===== config.mk =====
export PLATFORM = sky130hd
export DESIGN_NAME = fgbi_ctrl
export DESIGN_NICKNAME = d
export VERILOG_FILES = /design/src/sv/fgbi_pkg.sv /design/src/sv/fgbi_ctrl.sv
export SDC_FILE = /design/constraint.sdc
export NUM_CORES = 1
export LEC_CHECK = 0
export ABC_CLOCK_PERIOD_IN_PS = 4300
export BUFFER_PORTS_ARGS = -buffer_cell sky130_fd_sc_hd__buf_2
export CORE_UTILIZATION = 25
export CTS_CLUSTER_DIAMETER = 30
export DETAILED_ROUTE_END_ITERATION = 7
export PLACE_DENSITY = 0.47
export SYNTH_ARGS = -nofsm -noshare
export SYNTH_HDL_FRONTEND = slang
export SYNTH_SLANG_ARGS = --single-unit
export TNS_END_PERCENT = 30

===== constraint.sdc =====
create_clock -name aclk -period 4.3 [get_ports aclk]
set_input_delay 0.43 -clock aclk [delete_from_list [all_inputs] [get_ports aclk]]
set_output_delay 0.43 -clock aclk [all_outputs]
set_load 0.02 [all_outputs]

===== src/sv/fgbi_pkg.sv =====
// Shared types, field widths and codes for the feature grid bucket index.
`timescale 1ns / 1ps

package fgbi_pkg;

    localparam int MODE_W    = 2;
    localparam int COORD_W   = 12;
    localparam int INDEX_W   = 10;
    localparam int RADIUS_W  = 11;
    localparam int STATUS_W  = 3;
    localparam int S_TDATA_W = 48;
    localparam int M_TDATA_W = 16;
    localparam int RECIP_W   = 13;
    localparam int QUO_W     = 14;

    typedef enum logic [MODE_W-1:0] {
        MODE_INSERT = 2'd0,
        MODE_QUERY  = 2'd1,
        MODE_CLEAR  = 2'd2,
        MODE_UNUSED = 2'd3
    } mode_t;

    typedef enum logic [STATUS_W-1:0] {
        ST_STORED  = 3'd0,
        ST_OUTSIDE = 3'd1,
        ST_FULL    = 3'd2,
        ST_HIT     = 3'd3,
        ST_EMPTY   = 3'd4,
        ST_TRUNC   = 3'd5
    } status_t;

    typedef enum logic [3:0] {
        S_CLEAR,
        S_IDLE,
        S_CALC1,
        S_CALC2,
        S_CALC3,
        S_DECIDE,
        S_INS_OUTSIDE,
        S_INS_FILL,
        S_Q_ADDR,
        S_Q_FILL,
        S_Q_SLOT,
        S_Q_SADDR,
        S_Q_END,
        S_Q_TRUNC
    } state_t;

    typedef struct packed {
        logic    load;
        logic    clr_rst;
        logic    clr_step;
        logic    init_ins;
        logic    init_walk;
        logic    step_cell;
        logic    take_hit;
        logic    fill_we;
        logic    slot_we;
        logic    out_load;
        logic    out_use_pend;
        status_t out_status;
        logic    out_last;
    } cmd_t;

    typedef struct packed {
        mode_t mode;
        logic  in_grid;
        logic  sq_empty;
        logic  fill_full;
        logic  fill_zero;
        logic  slot_last;
        logic  cell_last;
        logic  n_limit;
        logic  pend_valid;
        logic  out_free;
        logic  clr_done;
    } sts_t;

endpackage


===== src/sv/fgbi_ctrl.sv =====
// Controller state machine sequencing insert, query and clear requests.
`timescale 1ns / 1ps

module fgbi_ctrl (
    input  logic            aclk,
    input  logic            aresetn,
    input  logic            s_tvalid,
    output logic            s_tready,
    input  fgbi_pkg::sts_t  sts,
    output fgbi_pkg::cmd_t  cmd
);

    fgbi_pkg::state_t state_reg, state_next;

    always_ff @(posedge aclk) begin
        if (!aresetn) begin
            state_reg <= fgbi_pkg::S_CLEAR;
        end else begin
            state_reg <= state_next;
        end
    end

    always_comb begin
        state_next = state_reg;
        cmd        = '0;
        s_tready   = 1'b0;
        case (state_reg)
            fgbi_pkg::S_CLEAR: begin
                cmd.clr_step = 1'b1;
                if (sts.clr_done) begin
                    state_next = fgbi_pkg::S_IDLE;
                end
            end
            fgbi_pkg::S_IDLE: begin
                s_tready = 1'b1;
                cmd.load = s_tvalid;
                if (s_tvalid) begin
                    state_next = fgbi_pkg::S_CALC1;
                end
            end
            fgbi_pkg::S_CALC1: begin
                case (sts.mode)
                    fgbi_pkg::MODE_INSERT, fgbi_pkg::MODE_QUERY: begin
                        state_next = fgbi_pkg::S_CALC2;
                    end
                    fgbi_pkg::MODE_CLEAR: begin
                        cmd.clr_rst = 1'b1;
                        state_next  = fgbi_pkg::S_CLEAR;
                    end
                    default: begin
                        state_next = fgbi_pkg::S_IDLE;
                    end
                endcase
            end
            fgbi_pkg::S_CALC2: begin
                state_next = fgbi_pkg::S_CALC3;
            end
            fgbi_pkg::S_CALC3: begin
                cmd.init_ins = 1'b1;
                state_next   = fgbi_pkg::S_DECIDE;
            end
            fgbi_pkg::S_DECIDE: begin
                if (sts.mode == fgbi_pkg::MODE_INSERT) begin
                    state_next = sts.in_grid ? fgbi_pkg::S_INS_FILL
                                             : fgbi_pkg::S_INS_OUTSIDE;
                end else if (sts.sq_empty) begin
                    state_next = fgbi_pkg::S_Q_END;
                end else begin
                    cmd.init_walk = 1'b1;
                    state_next    = fgbi_pkg::S_Q_ADDR;
                end
            end
            fgbi_pkg::S_INS_OUTSIDE: begin
                if (sts.out_free) begin
                    cmd.out_load   = 1'b1;
                    cmd.out_status = fgbi_pkg::ST_OUTSIDE;
                    cmd.out_last   = 1'b1;
                    state_next     = fgbi_pkg::S_IDLE;
                end
            end
            fgbi_pkg::S_INS_FILL: begin
                if (sts.out_free) begin
                    cmd.out_load = 1'b1;
                    cmd.out_last = 1'b1;
                    if (sts.fill_full) begin
                        cmd.out_status = fgbi_pkg::ST_FULL;
                    end else begin
                        cmd.out_status = fgbi_pkg::ST_STORED;
                        cmd.fill_we    = 1'b1;
                        cmd.slot_we    = 1'b1;
                    end
                    state_next = fgbi_pkg::S_IDLE;
                end
            end
            fgbi_pkg::S_Q_ADDR: begin
                state_next = fgbi_pkg::S_Q_FILL;
            end
            fgbi_pkg::S_Q_FILL: begin
                if (!sts.fill_zero) begin
                    state_next = fgbi_pkg::S_Q_SLOT;
                end else if (sts.cell_last) begin
                    state_next = fgbi_pkg::S_Q_END;
                end else begin
                    cmd.step_cell = 1'b1;
                    state_next    = fgbi_pkg::S_Q_ADDR;
                end
            end
            fgbi_pkg::S_Q_SLOT: begin
                if (sts.n_limit) begin
                    state_next = fgbi_pkg::S_Q_TRUNC;
                end else if (!sts.pend_valid || sts.out_free) begin
                    // The held hit goes out now that a newer one follows it.
                    cmd.take_hit     = 1'b1;
                    cmd.out_load     = sts.pend_valid;
                    cmd.out_use_pend = 1'b1;
                    cmd.out_status   = fgbi_pkg::ST_HIT;
                    if (!sts.slot_last) begin
                        state_next = fgbi_pkg::S_Q_SADDR;
                    end else if (sts.cell_last) begin
                        state_next = fgbi_pkg::S_Q_END;
                    end else begin
                        cmd.step_cell = 1'b1;
                        state_next    = fgbi_pkg::S_Q_ADDR;
                    end
                end
            end
            fgbi_pkg::S_Q_SADDR: begin
                state_next = fgbi_pkg::S_Q_SLOT;
            end
            fgbi_pkg::S_Q_END: begin
                if (sts.out_free) begin
                    cmd.out_load     = 1'b1;
                    cmd.out_last     = 1'b1;
                    cmd.out_use_pend = sts.pend_valid;
                    cmd.out_status   = sts.pend_valid ? fgbi_pkg::ST_HIT
                                                      : fgbi_pkg::ST_EMPTY;
                    state_next       = fgbi_pkg::S_IDLE;
                end
            end
            fgbi_pkg::S_Q_TRUNC: begin
                if (sts.out_free) begin
                    cmd.out_load   = 1'b1;
                    cmd.out_last   = 1'b1;
                    cmd.out_status = fgbi_pkg::ST_TRUNC;
                    state_next     = fgbi_pkg::S_IDLE;
                end
            end
            default: begin
                state_next = fgbi_pkg::S_IDLE;
            end
        endcase
    end

endmodule


---- Word level (Yosys, flattened, before mapping) ----
Index checks and enable logic that the tools add are counted.
cells by class
  muxes and demuxes ....................... 45
  eq/ne operators ......................... 19
  reductions and logical operators ........ 8
operators with widths
  kind                  number
  $pmux W4 S11          1
  $mux W4               10
  $eq A4 B4 Y1 const B  6
  $eq A4 B3 Y1 const B  4
  $mux W1               15
  $pmux W3 S5           1
  $mux W2               6
  $mux W3               4
  $mux W5               2
  $eq A4 B2 Y1 const B  2
  $pmux W1 S4           2
  $mux W6               1
  $eq A4 B1 Y1 const B  1
  $logic_not A4 Y1      1
  $ne A2 B2 Y1 const B  2
  $pmux W1 S2           2
  $pmux W2 S2           1
  $reduce_and A4 Y1     1
  $reduce_or A2 Y1      2
  $reduce_or A4 Y1      1
  $ne A3 B3 Y1 const B  1
  $eq A2 B1 Y1 const B  1
  $eq A2 B2 Y1 const B  1
  $logic_not A2 Y1      1
  other kinds (3)       3
storage, ports and cells
  logic and storage cells ................. 73
  flip-flop bits (word level) ............. 4
  input bits .............................. 15

---- Longest topological paths before layout ----
Gate-level depths: netlist (run 1).
  depth in word-level cells ............... 5
  mapped depth ............................ 7
  gate-level depth less buffers ........... 5

---- Worst setup path after synthesis (run 1) ----
No wires, ideal clock.
  kind .................................... reg2out
  from .................................... register state_reg[0]
  to ...................................... output cmd[7] (netlist name)
  data arrival time ....................... 1.959 ns
  setup slack ............................. 1.911 ns
  required time ........................... 3.870 ns
  stages on the path, launching flop included .. 6
  path through ............................ dfxtp_1 > buf_2 > clkbuf_1 > nand2b_1 > nor4b_1 > buf_4
RTL lines
  element                 line             text
  from (decl)             fgbi_ctrl.sv:13  fgbi_pkg::state_t state_reg, state_next;
  from (signal assigned)  fgbi_ctrl.sv:17  state_reg <= fgbi_pkg::S_CLEAR;
  from (signal assigned)  fgbi_ctrl.sv:19  state_reg <= state_next;
  to (decl)               fgbi_ctrl.sv:10  output fgbi_pkg::cmd_t cmd

==> flow_summary.toml, run 1 <==
[layout]
syn2layout_area_growth_pct = 26.83
final_util_pct = 34.30
largest_reg_flops = 4
drive_above_1_share_pct = 30.17
n_antenna_cell = 0
nNetsFinal = 133

[floorplanning]
core-area_um2 = 2276
die_h_um = 51.62
start_util_pct = 27.05
num_rows = 17
die_area_um2 = 2665
die-width_um = 51.62
io-pin-count = 31

[synth]
synthFlopType = "dfxtp_1"
yosysUniqueCellTypes = 42
synthesis.area_um2 = 615.6
synthArstFlopShare_pct = 0
synth_area_per_cell_um2 = 6.765
synthesis.nets = 106
ys.warnings.count = 0
synth_edf_count = 0
synth_seq_cells = 4
syn-instance-count = 91
seq_area_frac_synth_pct = 13.01

[routing]
wire_per_inst_um = 12.63
first_pass_iters = 4
postRouteWirelength_mm = 1.818
num_vias = 759
vias_per_cell = 5.271
drc_errors = 0
ant_nets = 0
drt_iter0_drc = 13

[global_routing]
grt_pass1_wl_mm = 2.980
grt_max_degree = 23
overflow = 0
grtUsageTotal_pct = 14.44
grt_pass1_vias = 707
antenna_found_initial = 0

[clocking]
post-cts-setup-buffers = 0
clkTransAtPathRegs_ns = 0.04
cts_tree = "yes"
clk_path_buf_depth = 2
htree_levels = 1
cts.sinks = 4
cts_made_buffers = 3
root_buffer = "clkbuf_4"
ctsResizeCount = 0
postCtsHoldBufs = 0
insertion_delay_ns = 0.24

[worst_hold_path]
hold_path_class = "in2reg"
hold-path-cell-count = 2

[worst_setup_path]
rr_worst_depth = 5
endpoint_kind = "primary output"
critPathArrivalTime_ns = 1.95
cp_max_fo = 21
required_ns = 3.87
startpoint_type = "register"
crit_type = "reg2out"

[sta]
finalCriticalPeriod_ns = 2.379
fmax_ghz = 0.4203
hold_violations = 0
relSlewSlack_pct = 52.81
finalCritPeriodShare_pct = 55.33
finalSetupViolations = 0
worst_pin_slew_ns = 0.7068
slew_violations = 0
finalClockSkew_ns = 0.006694
fin_tns_setup_ns = 0
rsz0062_at_grt = "no"

[place]
dp_hpwl_mm = 1.352
gp_congestion = 0.7582
port_buffers = 30

[power_and_ir_drop]
leakage_nw = 0.3413
power.density_nw_per_um2 = 182.7
irDropWorstVdd_v = 0.0002020

[flow_run]
maxCapViolations = 0

[run_status]
status = "completed"
## cell families (layout without fill, tap and decap cells)
group,Yosys count,after routing,synth area share (%)
flops,4,4,13.01
xor+xnor,1,1,1.423
buf+inv,11,36,8.738
compound gates,28,28,34.15
simple gates,47,47,42.68
## stage by stage
step	std cells	hold WS, ns	cell area, µm²	setup slack (ns)	power [W]
floorplan	91	0.5803	615.6	1.911	0.00007745
global placement	141	0.7305	758.2	2.189	0.00009442
detailed placement	141	0.7327	758.2	2.154	0.00009436
CTS	144	0.4801	780.7	1.894	0.0001450
global route	144	0.4821	780.7	1.690	0.0001532
finish	144	0.4852	780.7	1.921	0.0001427
## per-layer routing
layer  wire (µm)  global-route usage [%]  vias to the layer above
met1         945                   18.85                      342
met5           0                       0                        -
met4           0                   3.604                        0
met3         115                   4.386                        0
met2         757                   22.94                       28
li1            -                       -                      389
## power breakdown
part	internal [W]	leakage, nW	switching (W)
Sequential	0.0000390	0.0325	0.00000845
Clock	0.0000313	0.0138	0.0000171
Combinational	0.0000230	0.295	0.0000238
Total	0.0000933	0.341	0.0000493
## placed cells by master (no fill, tap or decap), types with 2 or more instances in the layout
| cell type | netlist | routed |
|---|---|---|
| a21boi_1 | 3 | 3 |
| a21oi_1 | 5 | 5 |
| and2_1 | 2 | 2 |
| buf_2 | 4 | 30 |
| clkbuf_4 | 0 | 3 |
| dfxtp_1 | 4 | 4 |
| inv_1 | 3 | 3 |
| nand2_1 | 9 | 9 |
| nand2b_1 | 7 | 7 |
| nand3_1 | 3 | 3 |
| nand4_1 | 2 | 2 |
| nor2_1 | 8 | 8 |
| nor2b_1 | 5 | 5 |
| nor3_1 | 3 | 3 |
| nor4b_1 | 2 | 2 |
| o211ai_1 | 2 | 2 |
| o221ai_1 | 2 | 2 |
## critical path, stage by stage, from the launching register on
cell and delay, ns:
dfxtp_1 0.74, nor3b_2 0.35, nand2_1 0.10, a21oi_1 0.21, o21bai_1 0.14, buf_2 0.18
## worst paths after layout
kind           startpoint            to  slack, ns
max          state_reg[1]        cmd[1]       1.92
min               aresetn  state_reg[2]       0.49
max reg2reg  state_reg[3]  state_reg[0]       2.38
min reg2reg  state_reg[1]  state_reg[1]       0.77
## Yosys cell counts, types with 2 or more instances
cell type | instances | area [µm²]
nor3_1 | 3 | 15.01
inv_1 | 3 | 11.26
and2_1 | 2 | 12.51
dfxtp_1 | 4 | 80.08
nor2b_1 | 5 | 31.28
nor4b_1 | 2 | 17.52
o211ai_1 | 2 | 15.01
buf_4 | 2 | 15.01
buf_2 | 4 | 20.02
nand2b_1 | 7 | 43.79
nand2_1 | 9 | 33.78
o221ai_1 | 2 | 17.52
a21oi_1 | 5 | 25.02
nand4_1 | 2 | 12.51
a21boi_1 | 3 | 22.52
nor2_1 | 8 | 30.03
nand3_1 | 3 | 15.01
## area by class of cell
class | count | area (µm²)
Sequential cell | 4 | 80.08
Fill cell | 257 | 1495
Inverter | 3 | 11.26
Multi-Input combinational cell | 76 | 481.7
Tap cell | 28 | 35.03
Timing Repair Buffer | 30 | 150.1
Clock buffer | 3 | 22.52
Note: power is estimated with default switching activity, not from simulation.
==> inputs of run 2 (changes only) <==
--- a/config.mk
+++ b/config.mk
@@ -5,12 +5,13 @@
 export SDC_FILE = /design/constraint.sdc
 export NUM_CORES = 1
 export LEC_CHECK = 0
-export ABC_CLOCK_PERIOD_IN_PS = 4300
+export ABC_AREA = 1
+export ABC_CLOCK_PERIOD_IN_PS = 2400
 export BUFFER_PORTS_ARGS = -buffer_cell sky130_fd_sc_hd__buf_2
 export CORE_UTILIZATION = 25
 export CTS_CLUSTER_DIAMETER = 30
 export DETAILED_ROUTE_END_ITERATION = 7
-export PLACE_DENSITY = 0.47
+export PLACE_DENSITY = 0.46
 export SYNTH_ARGS = -nofsm -noshare
 export SYNTH_HDL_FRONTEND = slang
 export SYNTH_SLANG_ARGS = --single-unit
==> constraint.sdc (replaced) <==
create_clock -name aclk -period 2.4 [get_ports aclk]
set_input_delay 0.24 -clock aclk [delete_from_list [all_inputs] [get_ports aclk]]
set_output_delay 0.24 -clock aclk [all_outputs]
set_load 0.02 [all_outputs]
==> run 2 against run 1 <==
  * Worst hold slack got worse by 0.22 ns
  * Clock skew fell by 0.0026 ns
  * Worst setup slack got worse by 1.5 ns
  * Clock power rose by 66%
  * Non-clock buffer count did not move
==> flow_summary.toml, run 2 <==
[global_routing]
grt_max_degree = 11
grtUsageTotal_pct = 12.93
grt_pass1_vias = 677
antenna_found_initial = 0
grt_pass1_wl_mm = 2.822
overflow = 0

[place]
placed_area_um2 = 840.8
dp_hpwl_mm = 1.607
port_buffers = 30
gp_congestion = 0.8362

[clocking]
ctsResizeCount = 0
cts_tree = "yes"
clk_path_buf_depth = 2
post-cts-setup-buffers = 0
postCtsHoldBufs = 0
htree_levels = 1
cts_made_buffers = 3
root_buffer = "clkbuf_4"
insertion_delay_ns = 0.23
clkTransAtPathRegs_ns = 0.04
cts.sinks = 4

[synth]
seq_area_frac_synth_pct = 11.59
syn-instance-count = 129
synthTopCellsByArea = "nand2_1 18%, dfxtp_1 12%, nor2_1 11%, inv_1 10%, nor2_4 6.5%"
synth_edf_count = 0
synthesis.nets = 144
synthArstFlopShare_pct = 0
synth_area_per_cell_um2 = 5.354
ys.warnings.count = 0
yosysUniqueCellTypes = 19
synth_seq_cells = 4
synthFlopType = "dfxtp_1"
ys_top_cells_by_count = "34 x nand2_1, 20 x nor2_1, 19 x inv_1"
synth_top_area_share_pct = 18.48
synth_top_area_cell = "nand2_1"
synthesis.area_um2 = 690.7
synth.most_common_cell = "nand2_1"

[sta]
worst_pin_slew_ns = 0.4509
finalClockSkew_ns = 0.004142
hold_violations = 0
finalCritPeriodShare_pct = 80.54
fmax_ghz = 0.5174
relSlewSlack_pct = 69.90
holdWs_ns = 0.2612
finalCriticalPeriod_ns = 1.933
rsz0062_at_grt = "no"
slew_violations = 0
fin_tns_setup_ns = 0
finalSetupViolations = 0

[worst_setup_path]
cp_max_fo = 10
r2r-start = "state_reg[3]"
crit_type = "reg2out"
timing.rr.end = "state_reg[0]"
rr_worst_depth = 9
cpPeakStageDelay_ns = 0.59
required_ns = 2.16
r2r_slack_ns = 0.94
startpoint_type = "register"
slowest_stage = "dfxtp_1"
crit_family = "flip-flops"
critPathArrivalTime_ns = 1.69
critPathBufInv = 2
endpoint_kind = "primary output"
crit_chain = "nand2_4 -> nor2_4 -> inv_1 -> nor2_2 -> nor2_1 -> o211ai_1 -> buf_2"

[floorplanning]
die-width_um = 54.56
core-area_um2 = 2545
start_util_pct = 27.14
io-pin-count = 31
num_rows = 18
die_area_um2 = 2977
die_h_um = 54.56

[routing]
wire_per_inst_um = 9.835
drt_iter0_drc = 16
drc_errors = 0
first_pass_iters = 4
num_vias = 844
vias_per_cell = 4.489
ant_nets = 0
postRouteWirelength_mm = 1.849

[layout]
nNetsFinal = 175
seqCellArea_um2 = 80.08
final_cell_mix = "34 x nand2_1, 30 x buf_2, 20 x nor2_1, 19 x inv_1"
layout_commonest_cell = "nand2_1"
largest_reg_flops = 4
fillerInstances = 285
n_antenna_cell = 0
multi_input_area_um2 = 483.0
drive_above_1_share_pct = 34.18
design_area_um2 = 863.3
syn2layout_area_growth_pct = 25.00

[worst_hold_path]
hp-start = "aresetn"
hold-path-cell-count = 3
holdPathEnd = "state_reg[0]"
hold_path_class = "in2reg"

[flow_run]
maxCapViolations = 0

[power_and_ir_drop]
leakage_nw = 0.5309
irDropWorstVdd_v = 0.0003490
p_total_w = 0.0006326
power.density_nw_per_um2 = 732.8

[run_status]
status = "completed"
[run 2: tightest hold or removal path: cells and delay by family]
| family | cells | cell delay [ns] |
|---|---|---|
| simple gates | 1 | 0.04 |
| buf+inv | 1 | 0.10 |
| compound gates | 1 | 0.06 |
[run 2: worst max path at each step]
stage | from | to | slack, ns | cells after the start
CTS | state_reg[1] | cmd[1] | 0.46 | 7
global placement | state_reg[1] | cmd[1] | 0.75 | 7
floorplan | state_reg[2] | cmd[9] | 0.73 | 8
detailed placement | state_reg[1] | cmd[1] | 0.71 | 7
finish | state_reg[1] | cmd[1] | 0.47 | 7
global route | state_reg[1] | cmd[9] | 0.31 | 7
[run 2: routing by layer]
metal  up-vias  track usage [%]  wire, µm
li1        458                -         -
met1       359            17.43       946
met2        27            22.36       824
met3         0           0.8333        78
met4         0            2.564         0
met5         -                0         0
[run 2: cell families after synthesis]
group | share of synthesized area, %
AO/OA/AOI/OAI | 12.14
flip-flops | 11.59
buffers and inverters | 18.48
AND/OR/NAND/NOR | 57.79
[run 2: layout make-up]
cell class                      count  area share [%]
Tap cell                           30           4.348
Multi-Input combinational cell     97           55.94
Inverter                           24           10.43
Timing Repair Buffer               30           17.39
Sequential cell                     4           9.275
Clock buffer                        3           2.609
[run 2: power breakdown]
part / internal (W) / leakage [nW] / total [W] / switching [W]
Combinational: 0.000137 / 0.484 / 0.000416 / 0.000279
Sequential: 0.0000852 / 0.0327 / 0.000136 / 0.0000511
Clock: 0.0000557 / 0.0138 / 0.0000803 / 0.0000246
Total: 0.000278 / 0.531 / 0.000633 / 0.000355
[run 2: through the flow]
step	util, %	std cells	worst slack, ns
6_report	33.92	188	0.4671
5_1_grt	33.92	188	0.3098
3_5_place_dp	33.04	185	0.7140
4_1_cts	33.92	188	0.4573
3_3_place_gp	33.04	185	0.7462
2_1_floorplan	-	129	0.7303
